### config.mk
export PLATFORM = sky130hd
export DESIGN_NAME = windowed_event_rate_meter
export DESIGN_NICKNAME = d
export VERILOG_FILES = /design/src/sv/evrm_pkg.sv /design/src/sv/windowed_event_rate_meter.sv /design/src/sv/evrm_queue.sv /design/src/sv/evrm_front.sv /design/src/sv/evrm_back.sv
export SDC_FILE = /design/constraint.sdc
export NUM_CORES = 2
export LEC_CHECK = 0
export ABC_CLOCK_PERIOD_IN_PS = 13970
export BUFFER_PORTS_ARGS = -buffer_cell sky130_fd_sc_hd__buf_2
export CAP_MARGIN = 25
export CORE_MARGIN = 4
export CORE_UTILIZATION = 40
export DETAILED_ROUTE_END_ITERATION = 7
export GPL_TIMING_DRIVEN = 0
export MAX_ROUTING_LAYER = met4
export PLACE_DENSITY = 0.62
export SLEW_MARGIN = 20
export SYNTH_ARGS = -nofsm -noshare
export SYNTH_HDL_FRONTEND = slang
export SYNTH_SLANG_ARGS = --single-unit
### constraint.sdc
create_clock -name clk -period 13.97 [get_ports clk]
set_input_delay 4.191 -clock clk [delete_from_list [all_inputs] [get_ports clk]]
set_output_delay 4.191 -clock clk [all_outputs]
set_load 0.005 [all_outputs]
### src/sv/evrm_pkg.sv
// Package for the windowed event rate meter.
// Holds the fixed field widths, the queue depth and the queue status type.
// No dependencies.
`default_nettype none

package evrm_pkg;

	localparam int IV_BITS     = 24;
	localparam int RATE_BITS   = 33;
	localparam int TOTAL_BITS  = 48;
	localparam int QUEUE_DEPTH = 4;
	localparam int QPTR_BITS   = $clog2(QUEUE_DEPTH);

	localparam logic [IV_BITS-1:0] IV_RESET = 24'd1000000;

	typedef struct packed {
		logic not_empty;
		logic not_full;
	} q_status_t;

endpackage

`default_nettype wire

### src/sv/windowed_event_rate_meter.sv
// Top level of the windowed event rate meter.
// Instantiates evrm_front, evrm_queue and evrm_back; depends on evrm_pkg.
//
// Words arrive on the item channel (item_valid/item_ready) with a command
// and a microsecond timestamp. A count word updates the window counts and
// the running total in the cycle it is accepted and gives no result, so
// count words are taken one per cycle. A read word is snapshotted into a
// four-entry queue and gives one result word on the result channel
// (result_valid/result_ready) carrying the total and the rate estimate.
// The rate is worked out one bit per cycle by a shift-add multiplier
// followed by a restoring divider; reads that fall past two intervals,
// or whose divisor is zero, skip the arithmetic. Read words are served
// one at a time.
// When the receiver stalls, the result register holds its word, the queue
// fills, and item_ready then drops for read words only; count words still
// flow. The interval register is written through cfg_we/cfg_wdata with no
// wait. Reset clears all counts, the window start and the queue, and sets
// the interval to one second.
`default_nettype none

module windowed_event_rate_meter
	import evrm_pkg::*;
#(
	parameter int TIME_BITS  = 48,
	parameter int COUNT_BITS = 32
) (
	input  wire logic                  clk,
	input  wire logic                  arst_n,
	input  wire logic                  cfg_we,
	input  wire logic [IV_BITS-1:0]    cfg_wdata,
	input  wire logic                  item_valid,
	output logic                       item_ready,
	input  wire logic                  cmd,
	input  wire logic [TIME_BITS-1:0]  now_us,
	output logic                       result_valid,
	input  wire logic                  result_ready,
	output logic [TOTAL_BITS-1:0]      total_count,
	output logic [RATE_BITS-1:0]       rate_per_interval
);

	localparam int QW = TOTAL_BITS + 2 * COUNT_BITS + IV_BITS + TIME_BITS;

	q_status_t             q_status;
	logic                  push;
	logic                  pop;
	logic [QW-1:0]         q_wdata;
	logic [QW-1:0]         q_rdata;
	logic [TOTAL_BITS-1:0] in_total;
	logic [COUNT_BITS-1:0] in_cur;
	logic [COUNT_BITS-1:0] in_prev;
	logic [IV_BITS-1:0]    in_iv;
	logic [TIME_BITS-1:0]  in_elapsed;
	logic [TOTAL_BITS-1:0] out_total;
	logic [COUNT_BITS-1:0] out_cur;
	logic [COUNT_BITS-1:0] out_prev;
	logic [IV_BITS-1:0]    out_iv;
	logic [TIME_BITS-1:0]  out_elapsed;

	assign q_wdata = {in_total, in_cur, in_prev, in_iv, in_elapsed};
	assign {out_total, out_cur, out_prev, out_iv, out_elapsed} = q_rdata;

	evrm_front #(
		.TIME_BITS  (TIME_BITS),
		.COUNT_BITS (COUNT_BITS)
	) u_front (
		.clk          (clk),
		.arst_n       (arst_n),
		.cfg_we       (cfg_we),
		.cfg_wdata    (cfg_wdata),
		.item_valid   (item_valid),
		.item_ready   (item_ready),
		.cmd          (cmd),
		.now_us       (now_us),
		.q_status     (q_status),
		.push         (push),
		.snap_total   (in_total),
		.snap_cur     (in_cur),
		.snap_prev    (in_prev),
		.snap_iv      (in_iv),
		.snap_elapsed (in_elapsed)
	);

	evrm_queue #(
		.WIDTH (QW)
	) u_queue (
		.clk    (clk),
		.arst_n (arst_n),
		.push   (push),
		.wdata  (q_wdata),
		.pop    (pop),
		.rdata  (q_rdata),
		.status (q_status)
	);

	evrm_back #(
		.TIME_BITS  (TIME_BITS),
		.COUNT_BITS (COUNT_BITS)
	) u_back (
		.clk               (clk),
		.arst_n            (arst_n),
		.q_status          (q_status),
		.pop               (pop),
		.snap_total        (out_total),
		.snap_cur          (out_cur),
		.snap_prev         (out_prev),
		.snap_iv           (out_iv),
		.snap_elapsed      (out_elapsed),
		.result_valid      (result_valid),
		.result_ready      (result_ready),
		.total_count       (total_count),
		.rate_per_interval (rate_per_interval)
	);

endmodule

`default_nettype wire

### src/sv/evrm_queue.sv
// Small register queue between the front and the back of the rate meter.
// Depends on evrm_pkg for its depth and status type.
`default_nettype none

module evrm_queue
	import evrm_pkg::*;
#(
	parameter int WIDTH = 8
) (
	input  wire logic             clk,
	input  wire logic             arst_n,
	input  wire logic             push,
	input  wire logic [WIDTH-1:0] wdata,
	input  wire logic             pop,
	output logic      [WIDTH-1:0] rdata,
	output q_status_t             status
);

	logic [WIDTH-1:0]     mem_q [QUEUE_DEPTH];
	logic [QPTR_BITS-1:0] wr_ptr_q;
	logic [QPTR_BITS-1:0] rd_ptr_q;
	logic [QPTR_BITS:0]   cnt_q;
	logic                 do_push;
	logic                 do_pop;

	assign status.not_empty = (cnt_q != '0);
	assign status.not_full  = (cnt_q != (QPTR_BITS+1)'(QUEUE_DEPTH));
	assign do_push = push && status.not_full;
	assign do_pop  = pop && status.not_empty;
	assign rdata   = mem_q[rd_ptr_q];

	always_ff @(posedge clk) begin
		if (do_push) begin
			mem_q[wr_ptr_q] <= wdata;
		end
	end

	always_ff @(posedge clk or negedge arst_n) begin
		if (!arst_n) begin
			wr_ptr_q <= '0;
			rd_ptr_q <= '0;
			cnt_q    <= '0;
		end else begin
			if (do_push) begin
				wr_ptr_q <= wr_ptr_q + 1'b1;
			end
			if (do_pop) begin
				rd_ptr_q <= rd_ptr_q + 1'b1;
			end
			if (do_push && !do_pop) begin
				cnt_q <= cnt_q + 1'b1;
			end else if (do_pop && !do_push) begin
				cnt_q <= cnt_q - 1'b1;
			end
		end
	end

endmodule

`default_nettype wire

### src/sv/evrm_front.sv
// Front part of the rate meter: accepts words, keeps the window state and
// the interval register, and queues a snapshot for every read word.
// Depends on evrm_pkg.
`default_nettype none

module evrm_front
	import evrm_pkg::*;
#(
	parameter int TIME_BITS  = 48,
	parameter int COUNT_BITS = 32
) (
	input  wire logic                  clk,
	input  wire logic                  arst_n,
	input  wire logic                  cfg_we,
	input  wire logic [IV_BITS-1:0]    cfg_wdata,
	input  wire logic                  item_valid,
	output logic                       item_ready,
	input  wire logic                  cmd,
	input  wire logic [TIME_BITS-1:0]  now_us,
	input  wire q_status_t             q_status,
	output logic                       push,
	output logic [TOTAL_BITS-1:0]      snap_total,
	output logic [COUNT_BITS-1:0]      snap_cur,
	output logic [COUNT_BITS-1:0]      snap_prev,
	output logic [IV_BITS-1:0]         snap_iv,
	output logic [TIME_BITS-1:0]       snap_elapsed
);

	logic [IV_BITS-1:0]    iv_q;
	logic [TIME_BITS-1:0]  win_start_q;
	logic [COUNT_BITS-1:0] cur_q;
	logic [COUNT_BITS-1:0] prev_q;
	logic [TOTAL_BITS-1:0] total_q;
	logic [TIME_BITS-1:0]  elapsed;
	logic [TIME_BITS-1:0]  iv_ext;
	logic [TIME_BITS-1:0]  two_iv;
	logic                  count_acc;

	assign elapsed    = now_us - win_start_q;
	assign iv_ext     = TIME_BITS'(iv_q);
	assign two_iv     = TIME_BITS'({iv_q, 1'b0});
	assign item_ready = !cmd || q_status.not_full;
	assign push       = item_valid && item_ready && cmd;
	assign count_acc  = item_valid && item_ready && !cmd;

	assign snap_total   = total_q;
	assign snap_cur     = cur_q;
	assign snap_prev    = prev_q;
	assign snap_iv      = iv_q;
	assign snap_elapsed = elapsed;

	always_ff @(posedge clk or negedge arst_n) begin
		if (!arst_n) begin
			iv_q        <= IV_RESET;
			win_start_q <= '0;
			cur_q       <= '0;
			prev_q      <= '0;
			total_q     <= '0;
		end else begin
			if (cfg_we) begin
				iv_q <= cfg_wdata;
			end
			if (count_acc) begin
				if (elapsed > iv_ext) begin
					prev_q      <= (elapsed >= two_iv) ? '0 : cur_q;
					cur_q       <= COUNT_BITS'(1);
					win_start_q <= now_us;
				end else if (cur_q != '1) begin
					cur_q <= cur_q + 1'b1;
				end
				if (total_q != '1) begin
					total_q <= total_q + 1'b1;
				end
			end
		end
	end

endmodule

`default_nettype wire

### src/sv/evrm_back.sv
// Back part of the rate meter: takes read snapshots from the queue and works
// out the rate with a shift-add multiplier and a restoring divider.
// Depends on evrm_pkg.
`default_nettype none

module evrm_back
	import evrm_pkg::*;
#(
	parameter int TIME_BITS  = 48,
	parameter int COUNT_BITS = 32
) (
	input  wire logic                  clk,
	input  wire logic                  arst_n,
	input  wire q_status_t             q_status,
	output logic                       pop,
	input  wire logic [TOTAL_BITS-1:0] snap_total,
	input  wire logic [COUNT_BITS-1:0] snap_cur,
	input  wire logic [COUNT_BITS-1:0] snap_prev,
	input  wire logic [IV_BITS-1:0]    snap_iv,
	input  wire logic [TIME_BITS-1:0]  snap_elapsed,
	output logic                       result_valid,
	input  wire logic                  result_ready,
	output logic [TOTAL_BITS-1:0]      total_count,
	output logic [RATE_BITS-1:0]       rate_per_interval
);

	localparam int NB = COUNT_BITS + 1;
	localparam int PW = NB + IV_BITS;
	localparam int DW = IV_BITS + 1;
	localparam int CW = $clog2(PW);

	typedef enum logic [4:0] {
		S_IDLE  = 5'b00001,
		S_SETUP = 5'b00010,
		S_MUL   = 5'b00100,
		S_DIV   = 5'b01000,
		S_DONE  = 5'b10000
	} back_state_t;

	back_state_t            state_q;
	logic [CW-1:0]          cnt_q;
	logic [TOTAL_BITS-1:0]  total_q;
	logic [COUNT_BITS-1:0]  cur_q;
	logic [COUNT_BITS-1:0]  prev_q;
	logic [IV_BITS-1:0]     iv_q;
	logic [TIME_BITS-1:0]   elapsed_q;
	logic [NB-1:0]          n_q;
	logic [DW-1:0]          d_q;
	logic [PW-1:0]          acc_q;
	logic [DW-1:0]          rem_q;
	logic                   out_valid_q;
	logic [TOTAL_BITS-1:0]  total_out_q;
	logic [RATE_BITS-1:0]   rate_out_q;

	logic [TIME_BITS-1:0]   iv_ext;
	logic [TIME_BITS-1:0]   two_iv;
	logic                   past_one;
	logic                   past_two;
	logic [NB-1:0]          n_next;
	logic [DW-1:0]          d_next;
	logic [DW:0]            trial;
	logic                   ge;
	logic [PW-1:0]          addend;
	logic                   out_free;
	logic [RATE_BITS-1:0]   rate_sat;

	assign iv_ext   = TIME_BITS'(iv_q);
	assign two_iv   = TIME_BITS'({iv_q, 1'b0});
	assign past_one = elapsed_q > iv_ext;
	assign past_two = elapsed_q > two_iv;
	assign n_next   = past_one ? NB'(cur_q) : (NB'(cur_q) + NB'(prev_q));
	assign d_next   = past_one ? elapsed_q[DW-1:0]
	                           : (DW'(elapsed_q[IV_BITS-1:0]) + DW'(iv_q));
	assign trial    = {rem_q, acc_q[PW-1]};
	assign ge       = trial >= {1'b0, d_q};
	assign addend   = iv_q[IV_BITS-1] ? PW'(n_q) : '0;
	assign out_free = !out_valid_q || result_ready;
	assign rate_sat = (|acc_q[PW-1:RATE_BITS]) ? '1 : acc_q[RATE_BITS-1:0];
	assign pop      = (state_q == S_IDLE) && q_status.not_empty;

	assign result_valid      = out_valid_q;
	assign total_count       = total_out_q;
	assign rate_per_interval = rate_out_q;

	always_ff @(posedge clk) begin
		unique case (state_q)
			S_IDLE: begin
				total_q   <= snap_total;
				cur_q     <= snap_cur;
				prev_q    <= snap_prev;
				iv_q      <= snap_iv;
				elapsed_q <= snap_elapsed;
			end
			S_SETUP: begin
				n_q   <= n_next;
				d_q   <= d_next;
				acc_q <= '0;
				rem_q <= '0;
			end
			S_MUL: begin
				acc_q <= {acc_q[PW-2:0], 1'b0} + addend;
				iv_q  <= {iv_q[IV_BITS-2:0], 1'b0};
			end
			S_DIV: begin
				rem_q <= ge ? DW'(trial - {1'b0, d_q}) : trial[DW-1:0];
				acc_q <= {acc_q[PW-2:0], ge};
			end
			S_DONE: begin
				if (out_free) begin
					total_out_q <= total_q;
					rate_out_q  <= rate_sat;
				end
			end
			default: begin
			end
		endcase
	end

	always_ff @(posedge clk or negedge arst_n) begin
		if (!arst_n) begin
			state_q     <= S_IDLE;
			cnt_q       <= '0;
			out_valid_q <= 1'b0;
		end else begin
			if ((state_q == S_DONE) && out_free) begin
				out_valid_q <= 1'b1;
			end else if (result_ready) begin
				out_valid_q <= 1'b0;
			end
			unique case (state_q)
				S_IDLE: begin
					if (q_status.not_empty) begin
						state_q <= S_SETUP;
					end
				end
				S_SETUP: begin
					cnt_q <= '0;
					if (past_two || (d_next == '0)) begin
						state_q <= S_DONE;
					end else begin
						state_q <= S_MUL;
					end
				end
				S_MUL: begin
					if (cnt_q == CW'(IV_BITS - 1)) begin
						cnt_q   <= '0;
						state_q <= S_DIV;
					end else begin
						cnt_q <= cnt_q + 1'b1;
					end
				end
				S_DIV: begin
					if (cnt_q == CW'(PW - 1)) begin
						cnt_q   <= '0;
						state_q <= S_DONE;
					end else begin
						cnt_q <= cnt_q + 1'b1;
					end
				end
				S_DONE: begin
					if (out_free) begin
						state_q <= S_IDLE;
					end
				end
				default: begin
					state_q <= S_IDLE;
				end
			endcase
		end
	end

endmodule

`default_nettype wire

==> impl_metrics.py <==
metrics = {
    "floorplanning": {
        "core.rowCount": 142,
        "io_pins": 161,
        "floorplan.core_area_um2": 150000,
        "die_height_um": 397,
        "floorplan.initialDensity_pct": 40.3,
        "die-width_um": 397,
        "design.die.area_um2": 158000,
    },
    "outcome": {
        "result_of_the_run": "completed",
    },
    "logic_synthesis": {
        "postSynthCellCount": 4105,
        "synth-seq-area-share_pct": 65.0,
        "syn_avg_cell_area_um2": 14.7,
        "post_synth_most_frequent_cells": "1141 x edfxtp_1, 307 x nand2_1, 265 x ha_1",
        "synthDistinctLibCells": 95,
        "yosys_warnings": 0,
        "synthArstFlopShare_pct": 15.1,
        "area_share_of_the_leading_cell_type_in_the_synthesized_netlist_pct": 56.6,
        "postSynthRegisterBits": 1344,
        "synth_ff_type": "edfxtp_1",
        "yosysMostFrequentCell": "edfxtp_1",
        "post_synth_instance_area_um2": 60500,
        "number_of_enable_type_register_cells_in_the_synthesized_netlist": 1141,
        "synth.top_cells.by_area": "edfxtp_1 57%, dfrtp_1 8.1%, mux4_2 6.8%",
        "mappedNetlistNets": 4454,
        "synth_top_cell_by_area": "edfxtp_1",
    },
    "power": {
        "pwr-share-clk_pct": 27.4,
        "irDropWorstVdd_mv": 0.135,
        "sw_frac_of_total_pct": 32.8,
        "power.total_mw": 14.4,
        "static-leakage-power_nw": 25.9,
        "combPwrFrac_pct": 32.3,
        "pwr_density_cell_nw_per_um2": 206,
        "internal-power_mw": 9.66,
        "power.sequential.fraction_pct": 40.3,
        "total_switching_power_mw": 4.71,
    },
    "sta": {
        "setup_repair_after_global_routing_missed_its_margin": "no",
        "number_of_slew_limit_violations_in_the_final_report": 0,
        "rel_slew_slack_pct": 36.3,
        "worst_slew_pin_slew_ns": 0.955,
        "period_minus_slack_ns": 8.95,
        "report.final.setup_viol": 0,
        "fin_tns_setup_ns": 0,
        "finClkSkew_ns": 0.0487,
        "finalCritPeriodShare_pct": 64.1,
        "finalHoldViolations": 0,
        "fmax_mhz": 112,
    },
    "routing": {
        "detail_route.wirelength_um": 134000,
        "post_drt_wl_per_cell_um": 20.3,
        "drt.antenna.violating_nets": 0,
        "vias": 35123,
        "post_route_drc_violation_count": 0,
        "drtPass1Iterations": 6,
        "dr.first_iter.drc_count": 2157,
        "detail_route.vias_per_cell": 5.33,
    },
    "worst_hold_path": {
        "class_of_the_tightest_hold_or_removal_check": "reg2reg",
        "hold_path_depth": 0,
    },
    "grt": {
        "pin_count_of_the_biggest_net_entering_global_routing": 83,
        "grt_pass1_wl_um": 208000,
        "grt_overflow_total": 0,
        "vias_in_the_first_global_route": 35245,
        "globalRouteTotalUtil_pct": 17.5,
        "grt_antenna_before_repair": 1,
    },
    "cts": {
        "post-cts-setup-buffers": 0,
        "htree_num_levels": 4,
        "cts_buffers": 145,
        "worstSkewPairLatency_ns": 0.80,
        "tritoncts_num_sinks": 1344,
        "tritoncts": "built",
        "postCtsResizedCells": 0,
        "holdBufCountCts": 0,
        "clock-root-buffer": "clkbuf_16",
        "clk_transition_reported_paths_ns": 0.06,
        "clock_tree.buffer_depth": 3,
    },
    "setup_path": {
        "worstRegToRegCells": 24,
        "timing.critical_path.buf_inv": 5,
        "timing_worst_setup_path_type": "in2reg",
        "cp.arrival_ns": 9.64,
        "crit_path_max_incr_delay_ns": 0.43,
        "worst_setup_path_start_kind": "input pin",
        "worst-path-max-fanout": 10,
        "critical-path-top-delay-family": "compound AO/OA/AOI/OAI gates",
        "critical_path.most_common_cell": "buf_2",
        "worstSetupEndpointType": "flop",
        "critical_path.slowest_cell": "fa_1",
        "worst-path-stages": 26,
        "critPathRequiredTime_ns": 14.67,
    },
    "layout": {
        "final_net_count": 4801,
        "post_route_cells_drive_above_1_share_pct": 16.1,
        "area_delta_synth_final_pct": 15.3,
    },
    "place": {
        "gp_routability_congestion": 0.871,
        "hpwl_um": 92700,
        "numPortBuffers": 159,
    },
    "run": {
        "drv.max_cap_violation_count": 0,
    },
}
==> cells in the final DEF, fill, tap and decap left out, drive strengths merged, types with 25 or more instances in the layout <==
master  netlist  final
a21o         97     97
a21oi       147    147
a22o         36     36
a31oi        27     27
and2         53     53
and3         40     40
buf          53    252
clkbuf       77    272
clkinv        0     45
dfrtp       195    195
edfxtp     1141   1141
ha          265    265
inv         202    210
mux2         53     53
mux2i        25     25
mux4        184    184
nand2       307    307
nand2b       34     34
nand3        59     59
nand4        66     66
nor2        177    177
nor2b        26     26
nor3         47     47
nor4         27     27
o21a         33     33
o21ai       264    264
or3          46     46
xnor2       108    108
xor2         93     93
==> per-stage QoR <==
stage	std cells	instance area [µm²]	hold slack (ns)	setup slack (ns)	utilization (%)
after floorplan	4105	60500	0.400	4.58	-
after global placement	6280	63800	0.402	0.542	42.5
after detailed placement	6313	64600	0.405	4.27	43.0
after CTS	6584	69700	0.416	5.08	46.4
after global routing	6593	69800	0.422	4.67	46.5
final	6593	69800	0.415	5.02	46.5
==> per-layer routing <==
metal | vias to the layer above | part of all wire [%] | global-route usage, %
li1 | 16464 | - | -
met2 | 746 | 49 | 28.8
met5 | - | 0 | -
met4 | 0 | 2.6 | 5.18
met1 | 17710 | 44 | 22.5
met3 | 203 | 3.9 | 2.58
==> power by group through the flow <==
stage          Clock [mW]  Sequential, mW  Combinational (mW)
6_report             3.94            5.79                4.64
5_1_grt              4.22            5.85                5.16
4_1_cts              4.05            5.79                4.65
3_5_place_dp            0            5.87                4.62
3_3_place_gp            0            6.02                4.45
2_1_floorplan           0            5.80                3.37
==> path summary, 6_finish.rpt <==
check                                       start                endpoint  slack, ns
setup / recovery                        now_us[0]   u_front.snap_prev[18]       5.02
hold / removal                  u_back.total_q[7]   u_back.total_count[7]       0.41
setup reg to reg           u_front.win_start_q[0]   u_front.snap_prev[18]       8.25
hold reg to reg                 u_back.total_q[7]   u_back.total_count[7]       0.41
min in group asynchronous                  arst_n  u_front.snap_total[31]       3.34
max in group asynchronous                  arst_n      u_front.snap_iv[6]       9.67
==> logic make-up after synthesis <==
| family | share of synthesized area [%] |
|---|---|
| DFF | 65.0 |
| and+or+nand+nor | 7.57 |
| AOI/OAI and AO/OA | 8.20 |
| buffers and inverters | 2.16 |
| adders and majority gates | 5.68 |
| muxes | 8.44 |
| xor gates and xnor gates | 2.91 |
==> cell type report <==
class | count | area (µm²)
Timing Repair Buffer | 200 | 1640
Fill cell | 12996 | 80400
Clock inverter | 77 | 1050
Clock buffer | 194 | 3990
Multi-Input combinational cell | 2429 | 19900
Sequential cell | 1344 | 39400
Buffer | 130 | 553
Tap cell | 2016 | 2520
Antenna cell | 1 | 2.50
Inverter | 202 | 771
==> flip-flops by register name, indices dropped and copies added, names as in the netlist, 33 cells and up <==
| register | count |
|---|---|
| u_front.snap_total | 48 |
| u_back.acc_q | 57 |
| u_back.total_count | 48 |
| u_back.n_q | 33 |
| u_front.win_start_q | 48 |
| u_back.total_q | 48 |
| u_back.elapsed_q | 48 |
| u_queue.mem_q | 736 |
| u_back.rate_per_interval | 33 |
Power figures use the tool's default switching activity.
